<file path="config.mk">
export PLATFORM = sky130hd
export DESIGN_NAME = status_frame_receiver_unit
export DESIGN_NICKNAME = d
export VERILOG_FILES = /design/src/rtl/sfr_pkg.sv /design/src/rtl/sfr_datapath.sv /design/src/rtl/sfr_ctrl.sv /design/src/rtl/status_frame_receiver_unit.sv
export SDC_FILE = /design/constraint.sdc
export NUM_CORES = 1
export LEC_CHECK = 0
export BUFFER_PORTS_ARGS = -buffer_cell sky130_fd_sc_hd__clkbuf_2
export CAP_MARGIN = 20
export CORE_MARGIN = 2
export CORE_UTILIZATION = 35
export DETAILED_ROUTE_END_ITERATION = 12
export PLACE_DENSITY = 0.6
export RECOVER_POWER = 50
export SETUP_SLACK_MARGIN = 0.2
export SYNTH_ARGS = -nofsm -noshare
export SYNTH_HDL_FRONTEND = slang
export SYNTH_SLANG_ARGS = --single-unit
</file>
<file path="constraint.sdc">
create_clock -name i_clk -period 2.4 [get_ports i_clk]
set_input_delay 0.36 -clock i_clk [delete_from_list [all_inputs] [get_ports i_clk]]
set_output_delay 0.36 -clock i_clk [all_outputs]
set_load 0.005 [all_outputs]
</file>
<file path="src/rtl/sfr_pkg.sv">
// ----------------------------------------------------------------------------
// sfr_pkg
// Shared constants and controller/datapath interface types for the status
// frame receiver.
// ----------------------------------------------------------------------------
package sfr_pkg;

    localparam int INFO_BYTES_DEF = 15;

    localparam int BYTE_W  = 8;
    localparam int INDEX_W = 4;
    localparam int CODE_W  = 2;

    localparam logic [BYTE_W-1:0] START_BYTE     = 8'd1;
    localparam logic [BYTE_W-1:0] STOP_BYTE      = 8'd4;
    localparam int                FRAME_OVERHEAD = 5;
    localparam logic [BYTE_W-1:0] ADDRESS_RESET  = 8'd255;

    localparam logic [CODE_W-1:0] ERR_NONE     = 2'd0;
    localparam logic [CODE_W-1:0] ERR_BAD_ADDR = 2'd1;
    localparam logic [CODE_W-1:0] ERR_BAD_LEN  = 2'd2;
    localparam logic [CODE_W-1:0] ERR_BAD_STOP = 2'd3;

    typedef struct packed {
        logic               store_ctrl;
        logic               store_info;
        logic               load_out;
        logic               out_ok;
        logic [CODE_W-1:0]  out_code;
        logic               out_use_ctrl;
        logic               out_from_store;
        logic               out_last;
        logic [INDEX_W-1:0] idx;
    } t_dp_cmd;

    typedef struct packed {
        logic start_match;
        logic addr_match;
        logic len_match;
        logic stop_match;
        logic out_stall;
    } t_dp_status;

endpackage

</file>
<file path="src/rtl/sfr_datapath.sv">
// ----------------------------------------------------------------------------
// sfr_datapath
// Address register, control byte and information byte store, byte compares
// and the result output register.
// ----------------------------------------------------------------------------
module sfr_datapath
    import sfr_pkg::*;
#(
    parameter int INFO_BYTES = INFO_BYTES_DEF
) (
    input  logic               i_clk,
    input  logic               i_rst_n,
    input  logic               i_cfg_we,
    input  logic [BYTE_W-1:0]  i_cfg_wdata,
    input  logic [BYTE_W-1:0]  i_rx_byte,
    input  t_dp_cmd            i_cmd,
    output t_dp_status         o_status,
    input  logic               i_out_ready,
    output logic               o_out_valid,
    output logic               o_frame_ok,
    output logic [CODE_W-1:0]  o_error_code,
    output logic [BYTE_W-1:0]  o_control_byte,
    output logic [INDEX_W-1:0] o_field_index,
    output logic [BYTE_W-1:0]  o_field_value,
    output logic               o_last
);

    localparam int ADDR_W = (INFO_BYTES > 1) ? $clog2(INFO_BYTES) : 1;
    localparam logic [BYTE_W-1:0] LEN_BYTE = BYTE_W'(INFO_BYTES + FRAME_OVERHEAD);

    logic [BYTE_W-1:0]  r_dev_addr;
    logic [BYTE_W-1:0]  r_ctrl;
    logic [BYTE_W-1:0]  r_store [INFO_BYTES];
    logic               r_out_valid;
    logic               r_frame_ok;
    logic [CODE_W-1:0]  r_error_code;
    logic [BYTE_W-1:0]  r_control_byte;
    logic [INDEX_W-1:0] r_field_index;
    logic [BYTE_W-1:0]  r_field_value;
    logic               r_last;
    logic [ADDR_W-1:0]  w_addr;

    assign w_addr = i_cmd.idx[ADDR_W-1:0];

    assign o_status.start_match = (i_rx_byte == START_BYTE);
    assign o_status.addr_match  = (i_rx_byte == r_dev_addr);
    assign o_status.len_match   = (i_rx_byte == LEN_BYTE);
    assign o_status.stop_match  = (i_rx_byte == STOP_BYTE);
    assign o_status.out_stall   = r_out_valid && !i_out_ready;

    always_ff @(posedge i_clk) begin
        if (!i_rst_n) begin
            r_dev_addr  <= ADDRESS_RESET;
            r_ctrl      <= '0;
            r_out_valid <= 1'b0;
        end else begin
            if (i_cfg_we) begin
                r_dev_addr <= i_cfg_wdata;
            end
            if (i_cmd.store_ctrl) begin
                r_ctrl <= i_rx_byte;
            end
            if (i_cmd.load_out) begin
                r_out_valid <= 1'b1;
            end else if (i_out_ready) begin
                r_out_valid <= 1'b0;
            end
        end
    end

    always_ff @(posedge i_clk) begin
        if (i_cmd.store_info) begin
            r_store[w_addr] <= i_rx_byte;
        end
    end

    always_ff @(posedge i_clk) begin
        if (i_cmd.load_out) begin
            r_frame_ok     <= i_cmd.out_ok;
            r_error_code   <= i_cmd.out_code;
            r_control_byte <= i_cmd.out_use_ctrl ? r_ctrl : '0;
            r_field_index  <= i_cmd.idx;
            r_field_value  <= i_cmd.out_from_store ? r_store[w_addr] : '0;
            r_last         <= i_cmd.out_last;
        end
    end

    assign o_out_valid    = r_out_valid;
    assign o_frame_ok     = r_frame_ok;
    assign o_error_code   = r_error_code;
    assign o_control_byte = r_control_byte;
    assign o_field_index  = r_field_index;
    assign o_field_value  = r_field_value;
    assign o_last         = r_last;

endmodule

</file>
<file path="src/rtl/sfr_ctrl.sv">
// ----------------------------------------------------------------------------
// sfr_ctrl
// Frame state machine: hunts for the start byte, checks header and stop byte,
// counts information bytes and sequences the result burst or error report.
// ----------------------------------------------------------------------------
module sfr_ctrl
    import sfr_pkg::*;
#(
    parameter int INFO_BYTES = INFO_BYTES_DEF
) (
    input  logic       i_clk,
    input  logic       i_rst_n,
    input  logic       i_in_valid,
    output logic       o_in_ready,
    input  t_dp_status i_status,
    output t_dp_cmd    o_cmd
);

    localparam logic [2:0] ST_IDLE = 3'd0;
    localparam logic [2:0] ST_ADDR = 3'd1;
    localparam logic [2:0] ST_LEN  = 3'd2;
    localparam logic [2:0] ST_CTRL = 3'd3;
    localparam logic [2:0] ST_INFO = 3'd4;
    localparam logic [2:0] ST_STOP = 3'd5;
    localparam logic [2:0] ST_EMIT = 3'd6;

    localparam logic [INDEX_W-1:0] LAST_IDX = INDEX_W'(INFO_BYTES - 1);

    logic [2:0]         r_state, n_state;
    logic [INDEX_W-1:0] r_count, n_count;
    logic               w_accept;
    t_dp_cmd            w_cmd;

    assign o_in_ready = (r_state != ST_EMIT) && !i_status.out_stall;
    assign w_accept   = i_in_valid && o_in_ready;
    assign o_cmd      = w_cmd;

    always_comb begin
        n_state = r_state;
        n_count = r_count;
        w_cmd   = '0;
        case (r_state)
            ST_ADDR: begin
                if (w_accept) begin
                    if (i_status.addr_match) begin
                        n_state = ST_LEN;
                    end else begin
                        w_cmd.load_out = 1'b1;
                        w_cmd.out_code = ERR_BAD_ADDR;
                        w_cmd.out_last = 1'b1;
                        n_state        = ST_IDLE;
                        n_count        = '0;
                    end
                end
            end
            ST_LEN: begin
                if (w_accept) begin
                    if (i_status.len_match) begin
                        n_state = ST_CTRL;
                    end else begin
                        w_cmd.load_out = 1'b1;
                        w_cmd.out_code = ERR_BAD_LEN;
                        w_cmd.out_last = 1'b1;
                        n_state        = ST_IDLE;
                        n_count        = '0;
                    end
                end
            end
            ST_CTRL: begin
                if (w_accept) begin
                    w_cmd.store_ctrl = 1'b1;
                    n_count          = '0;
                    n_state          = ST_INFO;
                end
            end
            ST_INFO: begin
                w_cmd.idx = r_count;
                if (w_accept) begin
                    w_cmd.store_info = 1'b1;
                    if (r_count == LAST_IDX) begin
                        n_state = ST_STOP;
                    end else begin
                        n_count = r_count + 1'b1;
                    end
                end
            end
            ST_STOP: begin
                if (w_accept) begin
                    n_count = '0;
                    if (i_status.stop_match) begin
                        n_state = ST_EMIT;
                    end else begin
                        w_cmd.load_out     = 1'b1;
                        w_cmd.out_code     = ERR_BAD_STOP;
                        w_cmd.out_use_ctrl = 1'b1;
                        w_cmd.out_last     = 1'b1;
                        n_state            = ST_IDLE;
                    end
                end
            end
            ST_EMIT: begin
                w_cmd.idx = r_count;
                if (!i_status.out_stall) begin
                    w_cmd.load_out       = 1'b1;
                    w_cmd.out_ok         = 1'b1;
                    w_cmd.out_code       = ERR_NONE;
                    w_cmd.out_use_ctrl   = 1'b1;
                    w_cmd.out_from_store = 1'b1;
                    w_cmd.out_last       = (r_count == LAST_IDX);
                    if (r_count == LAST_IDX) begin
                        n_state = ST_IDLE;
                        n_count = '0;
                    end else begin
                        n_count = r_count + 1'b1;
                    end
                end
            end
            default: begin
                if (w_accept) begin
                    n_state = i_status.start_match ? ST_ADDR : ST_IDLE;
                end
            end
        endcase
    end

    always_ff @(posedge i_clk) begin
        if (!i_rst_n) begin
            r_state <= ST_IDLE;
            r_count <= '0;
        end else begin
            r_state <= n_state;
            r_count <= n_count;
        end
    end

    a_no_overwrite: assert property (@(posedge i_clk) disable iff (!i_rst_n)
        w_cmd.load_out |-> !i_status.out_stall)
        else $error("result loaded while output register stalled");

    a_error_to_idle: assert property (@(posedge i_clk) disable iff (!i_rst_n)
        (w_cmd.load_out && !w_cmd.out_ok) |=> (r_state == ST_IDLE))
        else $error("error report did not return to idle");

    a_emit_start: assert property (@(posedge i_clk) disable iff (!i_rst_n)
        (r_state == ST_STOP && w_accept && i_status.stop_match)
            |=> (r_state == ST_EMIT && r_count == '0))
        else $error("burst did not start at index zero");

    a_emit_range: assert property (@(posedge i_clk) disable iff (!i_rst_n)
        (r_state == ST_EMIT || r_state == ST_INFO) |-> (r_count <= LAST_IDX))
        else $error("information index out of range");

endmodule

</file>
<file path="src/rtl/status_frame_receiver_unit.sv">
// ----------------------------------------------------------------------------
// status_frame_receiver_unit
// Recognizes a status frame in a byte stream and emits its information bytes
// or a single error report.
// ----------------------------------------------------------------------------
// Throughput: one input byte per cycle while no burst runs and no result waits.
// An error report is valid in the cycle after the byte that causes it.
// A good stop byte starts a burst of INFO_BYTES results, loaded from the emit
// state one per cycle as taken; the input stalls during the burst.
// Reset (synchronous, active low) returns to start hunting, empties the output
// and sets the device address to 255.
// ----------------------------------------------------------------------------
module status_frame_receiver_unit
    import sfr_pkg::*;
#(
    parameter int INFO_BYTES = INFO_BYTES_DEF
) (
    input  logic        i_clk,
    input  logic        i_rst_n,
    input  logic        i_cfg_we,
    input  logic [7:0]  i_cfg_wdata,
    input  logic        s_axis_tvalid,
    output logic        s_axis_tready,
    input  logic [7:0]  s_axis_tdata,   // [7:0] rx_byte
    output logic        m_axis_tvalid,
    input  logic        m_axis_tready,
    output logic [23:0] m_axis_tdata,   // [7:0] control_byte, [11:8] field_index,
                                        // [19:12] field_value, [23:20] zero
    output logic [2:0]  m_axis_tuser,   // [0] frame_ok, [2:1] error_code
    output logic        m_axis_tlast
);

    t_dp_cmd            w_cmd;
    t_dp_status         w_status;
    logic               w_frame_ok;
    logic [CODE_W-1:0]  w_error_code;
    logic [BYTE_W-1:0]  w_control_byte;
    logic [INDEX_W-1:0] w_field_index;
    logic [BYTE_W-1:0]  w_field_value;

    sfr_ctrl #(
        .INFO_BYTES (INFO_BYTES)
    ) u_ctrl (
        .i_clk      (i_clk),
        .i_rst_n    (i_rst_n),
        .i_in_valid (s_axis_tvalid),
        .o_in_ready (s_axis_tready),
        .i_status   (w_status),
        .o_cmd      (w_cmd)
    );

    sfr_datapath #(
        .INFO_BYTES (INFO_BYTES)
    ) u_datapath (
        .i_clk          (i_clk),
        .i_rst_n        (i_rst_n),
        .i_cfg_we       (i_cfg_we),
        .i_cfg_wdata    (i_cfg_wdata),
        .i_rx_byte      (s_axis_tdata),
        .i_cmd          (w_cmd),
        .o_status       (w_status),
        .i_out_ready    (m_axis_tready),
        .o_out_valid    (m_axis_tvalid),
        .o_frame_ok     (w_frame_ok),
        .o_error_code   (w_error_code),
        .o_control_byte (w_control_byte),
        .o_field_index  (w_field_index),
        .o_field_value  (w_field_value),
        .o_last         (m_axis_tlast)
    );

    assign m_axis_tdata = {4'b0000, w_field_value, w_field_index, w_control_byte};
    assign m_axis_tuser = {w_error_code, w_frame_ok};

endmodule
</file>
==> impl_metrics.ini, run 1 <==
[critical_path]
cp.arrival_ps = 2340
worstSetupStartpointType = flip-flop
required_ps = 2550
slowest_delay_ps = 420
r2r_slack_ps = 210
crit_chain = nor2b_1 > buf_8 > o21ai_1 > a222oi_1 > a2bb2oi_1 > a31oi_1
end_kind = flip-flop
worst_path_max_delay_cell = dfxtp_1
cp_max_fo = 30
worst-setup-path-type = flip-flop to flip-flop

[power_and_ir_drop]
clock_power_share = 0.460
internal_power_uw = 4870
p_sw_uw = 1250
power_switching_share = 0.204
pwr-share-seq = 0.518
power_density_nw_per_um2 = 724
irDropWorstVdd_mv = 0.488
p_comb_frac = 0.022
p_leak_uw = 0.00278

[floorplan]
dieHeight_um = 147
dieArea_um2 = 21600
die_x_um = 147
coreArea_um2 = 20200
num_rows = 52
initial_utilization = 0.356
io_pins = 51

[synthesis]
synth_most_common_cell = edfxtp_1
synth_mux_area_frac = 0.0592
synth-simple-area-share = 0.118
synth.distinct_cells = 54
synth_xor_area_frac = 0.0119
netlist_instances = 538
yosys_warnings = 0
synth_top_area_share = 0.603
yosysSeqAreaShare = 0.670
synth_top_area_cell = edfxtp_1
synth_fa_ha_area_frac = 0.00349
synth_compound_area_frac = 0.106
ys.flop_type = edfxtp_1
syn-mean-instance-area_um2 = 13.3
synth_edf_count = 144
syn_area_um2 = 7170
synthTopCellsByCount = 144 x edfxtp_1, 39 x mux2i_1, 31 x nand2_1, 30 x a21oi_1
synth_top_family_by_area = simple AND/OR/NAND/NOR gates
ys_ff_latch = 168
async_flop_share = 0
synth_area_leaders = edfxtp_1 60%, dfxtp_1 6.7%, mux2i_1 5.4%

[global_routing]
grt_pass1_wl_um = 26000
grt_usage = 0.160
grt_pass1_vias = 4480
grt_antenna_before_repair = 1
grt_max_degree = 31
grt_overflow = 0

[placement]
place_inst = 859
io_buffers = 46
routabilityCongestion = 0.897
hpwl_um = 11300
pre_cts_ws_ps = 254

[sta]
final.setup.worst_slack_ps = 214
tightestPinTransition_ps = 1140
rsz0062_at_grt = no
min_period_over_period = 0.911
finalClockSkew_ps = 18.2
whs_ps = 146
drv_slew = 0
period_minus_slack_ps = 2190
maxSlewHeadroom = 0.242
setup_viol = 0
hold_violations = 0
fmax_mhz = 457

[detailed_routing]
post-route-drc-count = 0
ant_nets = 0
vias = 4617
dr.pass1.iters = 4
wl_um = 16800
viasPerCell = 5.18
drt_iter0_drc = 405
post_drt_wl_per_cell_um = 18.9

[clock_network]
cts_tree = done
cts_buffers = 17
cts.sinks = 168
postCtsSetupBuffers = 0
cts_max_level = 4
ctsRootBufferMaster = clkbuf_16
clk_pin_slew_worst_paths_ps = 70
clock_path_buffers = 2
insertion_delay_ps = 430
ctsHoldBuffers = 0

[final_layout]
area_growth_pct = 17.8
n_antenna_cell = 0
layout-drive-gt1-share = 0.163
final_nets = 631
final_cells = 891

[min_path]
hp-class = input pin to flip-flop

[outcome]
status = complete, no violations

[flow_run]
max_cap_violations = 0
[power groups by stage]
| stage | logic [uW] | clock network (uW) | registers [uW] |
|---|---|---|---|
| 6_report | 132 | 2810 | 3170 |
| 5_1_grt | 143 | 2980 | 3170 |
| 4_1_cts | 142 | 2870 | 3170 |
| 3_5_place_dp | 142 | 0 | 3230 |
| 3_3_place_gp | 138 | 0 | 3230 |
| 2_1_floorplan | 57.3 | 0 | 3230 |
[cell usage in the layout (no fill, tap or decap), types with 3 or more instances in the layout]
cell,Yosys,routed
a221oi_1,5,5
a31oi_1,17,17
nand2_1,31,31
nor4_1,5,5
clkbuf_16,0,17
mux2_2,3,3
inv_6,0,5
mux2i_1,39,39
nand4_1,8,8
edfxtp_1,144,144
clkbuf_1,20,34
buf_4,5,31
and2_1,11,11
nor2b_1,26,26
a2bb2oi_1,3,3
dfxtp_1,24,23
nor2_1,25,25
xnor2_1,6,6
clkinv_4,0,4
nand2b_1,13,13
o22ai_1,26,26
a222oi_1,3,3
a22oi_1,5,5
o21ai_0,14,15
clkbuf_2,0,24
nand3b_1,6,6
conb_1,1,4
nand3_1,11,11
a21oi_1,30,30
bufinv_16,0,3
and3_1,4,4
[worst max-delay path, delay by kind of cell (launching register included)]
kind / cells / cell delay (ps)
simple gates: 1 / 280
buf+inv: 1 / 260
compound gates: 4 / 930
flops: 1 / 420
[repair_timing]
item	in CTS	in global routing
hold endpoints to repair	0	0
gates resized for setup	0	4
setup endpoints to repair	0	44
[final cells by class]
| cell class | instances | area (um^2) |
|---|---|---|
| Clock inverter | 14 | 184 |
| Multi-Input combinational cell | 327 | 2160 |
| Sequential cell | 168 | 4810 |
| Fill cell | 1865 | 11700 |
| Tap cell | 270 | 338 |
| Timing Repair Buffer | 90 | 507 |
| Inverter | 4 | 15.0 |
| Clock buffer | 18 | 429 |
[worst paths after layout]
path                            start                           to  cells past startpoint
max                 u_ctrl.r_state[2]  u_datapath.o_field_value[6]                      6
min                    i_cfg_wdata[7]     u_datapath.r_dev_addr[7]                      3
max reg2reg         u_ctrl.r_state[2]  u_datapath.o_field_value[6]                      6
min reg2reg  u_datapath.r_dev_addr[7]     u_datapath.r_dev_addr[7]                      2
[routing by layer]
metal | up-vias | GRT usage | wire (um)
li1 | 2186 | - | -
met1 | 2282 | 0.219 | 7820
met5 | - | 0 | 12
met3 | 15 | 0.0363 | 927
met4 | 2 | 0.0500 | 205
met2 | 132 | 0.255 | 7830
[sequential cells by signal, indices dropped and copies added, names as in the netlist, 2 cells and up]
signal and cells:
u_datapath.o_field_index 4, u_ctrl.r_count 4, u_datapath.r_ctrl 8, u_datapath.r_store 120
u_datapath.o_control_byte 8, u_ctrl.r_state 3, u_datapath.r_dev_addr 8, u_datapath.o_field_value 8
u_datapath.o_error_code 2
[kinds of logic after synthesis]
group                      after synthesis
AOI/OAI and AO/OA                      119
xor gates and xnor gates                 8
adders and majority gates                2
buffers and inverters                   46
DFF                                    168
muxes                                   42
other                                    1
and+or+nand+nor                        152
[through the flow]
step | util | cell area [um^2] | TNS, ps | total power, uW
floorplan | - | 7190 | -2900 | 3290
global placement | 0.391 | 7890 | 0 | 3370
detailed placement | 0.391 | 7890 | 0 | 3370
CTS | 0.421 | 8500 | 0 | 6180
global route | 0.419 | 8440 | 0 | 6290
finish | 0.419 | 8440 | 0 | 6120
(Power assumes the default switching activity.)
==> run 2, diff against run 1 <==
Settings changed: REMOVE_ABC_BUFFERS set to 1.
==> run 2 against run 1 <==
Compared with the run above: global-route usage is essentially flat; count of clock-buffer cells in the layout grew 1; sequential cell count is the same; critical endpoint is now s_axis_tready; clock power shrank 8.9%; first-iteration DRC count grew 9.9%.
==> impl_metrics.ini, run 2 (synthesis gave the netlist of run 1 again) <==
[sta]
maxSlewHeadroom = 0.235
rsz0062_at_grt = no
min_period_over_period = 0.891
drv_slew = 0
tightestPinTransition_ps = 1150
finalClockSkew_ps = 7.90
fmax_mhz = 468
hold_violations = 0
period_minus_slack_ps = 2140
setup_viol = 0

[critical_path]
slowest_delay_ps = 440
crit_chain = nor2b_1 > clkbuf_1 > a21oi_1 > clkbuf_2
r2r_cells = 5
end_kind = output port
crit_family = flip-flops
path_buf_inv = 2
worstSetupStartpointType = flip-flop
worst_path_max_delay_cell = dfxtp_2
crit_cells = 4
required_ps = 2040
cp_max_fo = 13
cp.arrival_ps = 1780
worst-setup-path-type = flip-flop to output port

[final_layout]
n_antenna_cell = 0
multi_input_area_um2 = 2160
layout_commonest_cell = edfxtp_1
area_growth_pct = 17.2
regMostFlops = u_datapath.r_store
largest_reg_flops = 120
fillerInstances = 1861
layout-drive-gt1-share = 0.161
final_cell_mix = 144 x edfxtp_1, 39 x mux2i_1, 36 x clkbuf_1, 31 x nand2_1
final_cells = 891
regArea_um2 = 4810
final_nets = 631

[flow_run]
max_cap_violations = 0

[power_and_ir_drop]
finalPower_uw = 5860
power_density_nw_per_um2 = 697
irDropWorstVdd_mv = 0.289
p_leak_uw = 0.00275

[detailed_routing]
wl_um = 16900
drt_iter0_drc = 445
vias = 4664
post_drt_wl_per_cell_um = 18.9
ant_nets = 0
dr.pass1.iters = 5
post-route-drc-count = 0
viasPerCell = 5.23

[floorplan]
dieHeight_um = 147
coreArea_um2 = 20200
die_x_um = 147
dieArea_um2 = 21600
initial_utilization = 0.356
io_pins = 51
num_rows = 52

[placement]
place_inst = 859
routabilityCongestion = 0.842
hpwl_um = 11300
io_buffers = 46

[global_routing]
grt_pass1_vias = 4544
grt_usage = 0.160
grt_pass1_wl_um = 25900
grt_antenna_before_repair = 0
grt_max_degree = 43
grt_overflow = 0

[min_path]
hold_depth = 3
hp-class = input pin to flip-flop

[outcome]
status = complete, no violations

[clock_network]
ctsHoldBuffers = 0
postCtsSetupBuffers = 0
clk_pin_slew_worst_paths_ps = 70
cts_resized = 0
cts_max_level = 4
clock_path_buffers = 2
cts_tree = done
cts.sinks = 168
insertion_delay_ps = 430
ctsRootBufferMaster = clkbuf_16
cts_buffers = 17
==> run 2: final cells by class <==
cell class | count | share of cell area
Clock inverter | 13 | 0.0146
Inverter | 4 | 0.00179
Tap cell | 270 | 0.0402
Clock buffer | 19 | 0.0515
Timing Repair Buffer | 90 | 0.0628
Multi-Input combinational cell | 327 | 0.257
Sequential cell | 168 | 0.572
==> run 2: per-layer routing <==
layer  wire length, um  part of all wire  GRT usage
met5                 0                 0          0
met1              7330              0.43      0.210
met3              1030             0.061     0.0425
met2              8220              0.49      0.260
met4               294             0.017     0.0534
==> run 2: metrics by stage <==
| step | hold WS [ps] | utilization | cell area [um^2] | worst slack [ps] | TNS [ps] |
|---|---|---|---|---|---|
| after detailed placement | 491 | 0.392 | 7920 | 229 | 0 |
| after global routing | 140 | 0.417 | 8400 | 124 | 0 |
| after CTS | 130 | 0.420 | 8470 | 213 | 0 |
| final | 144 | 0.417 | 8400 | 262 | 0 |
| after floorplan | 422 | - | 6970 | -1070 | -132410 |
| after global placement | 478 | 0.392 | 7920 | 257 | 0 |
==> run 2: where the power goes <==
part	switching [uW]	total (uW)	internal (uW)
Clock	1120	2560	1440
Combinational	90.2	131	41.3
Sequential	6.34	3170	3160
Total	1220	5860	4640
==> run 2: worst min-delay path, delay by kind of cell <==
family / cells / cell delay [ps]
buf+inv: 1 / 80
mux: 1 / 50
simple gates: 1 / 50
==> run 2: final timing paths <==
path	from	to	slack [ps]
worst max-delay path	u_ctrl.r_state[2]	s_axis_tready	260
worst min register to register	u_datapath.r_dev_addr[7]	u_datapath.r_dev_addr[7]	500
worst max register to register	u_ctrl.r_state[2]	u_datapath.r_store[5][5]	270
worst min-delay path	i_cfg_wdata[6]	u_datapath.r_dev_addr[6]	140
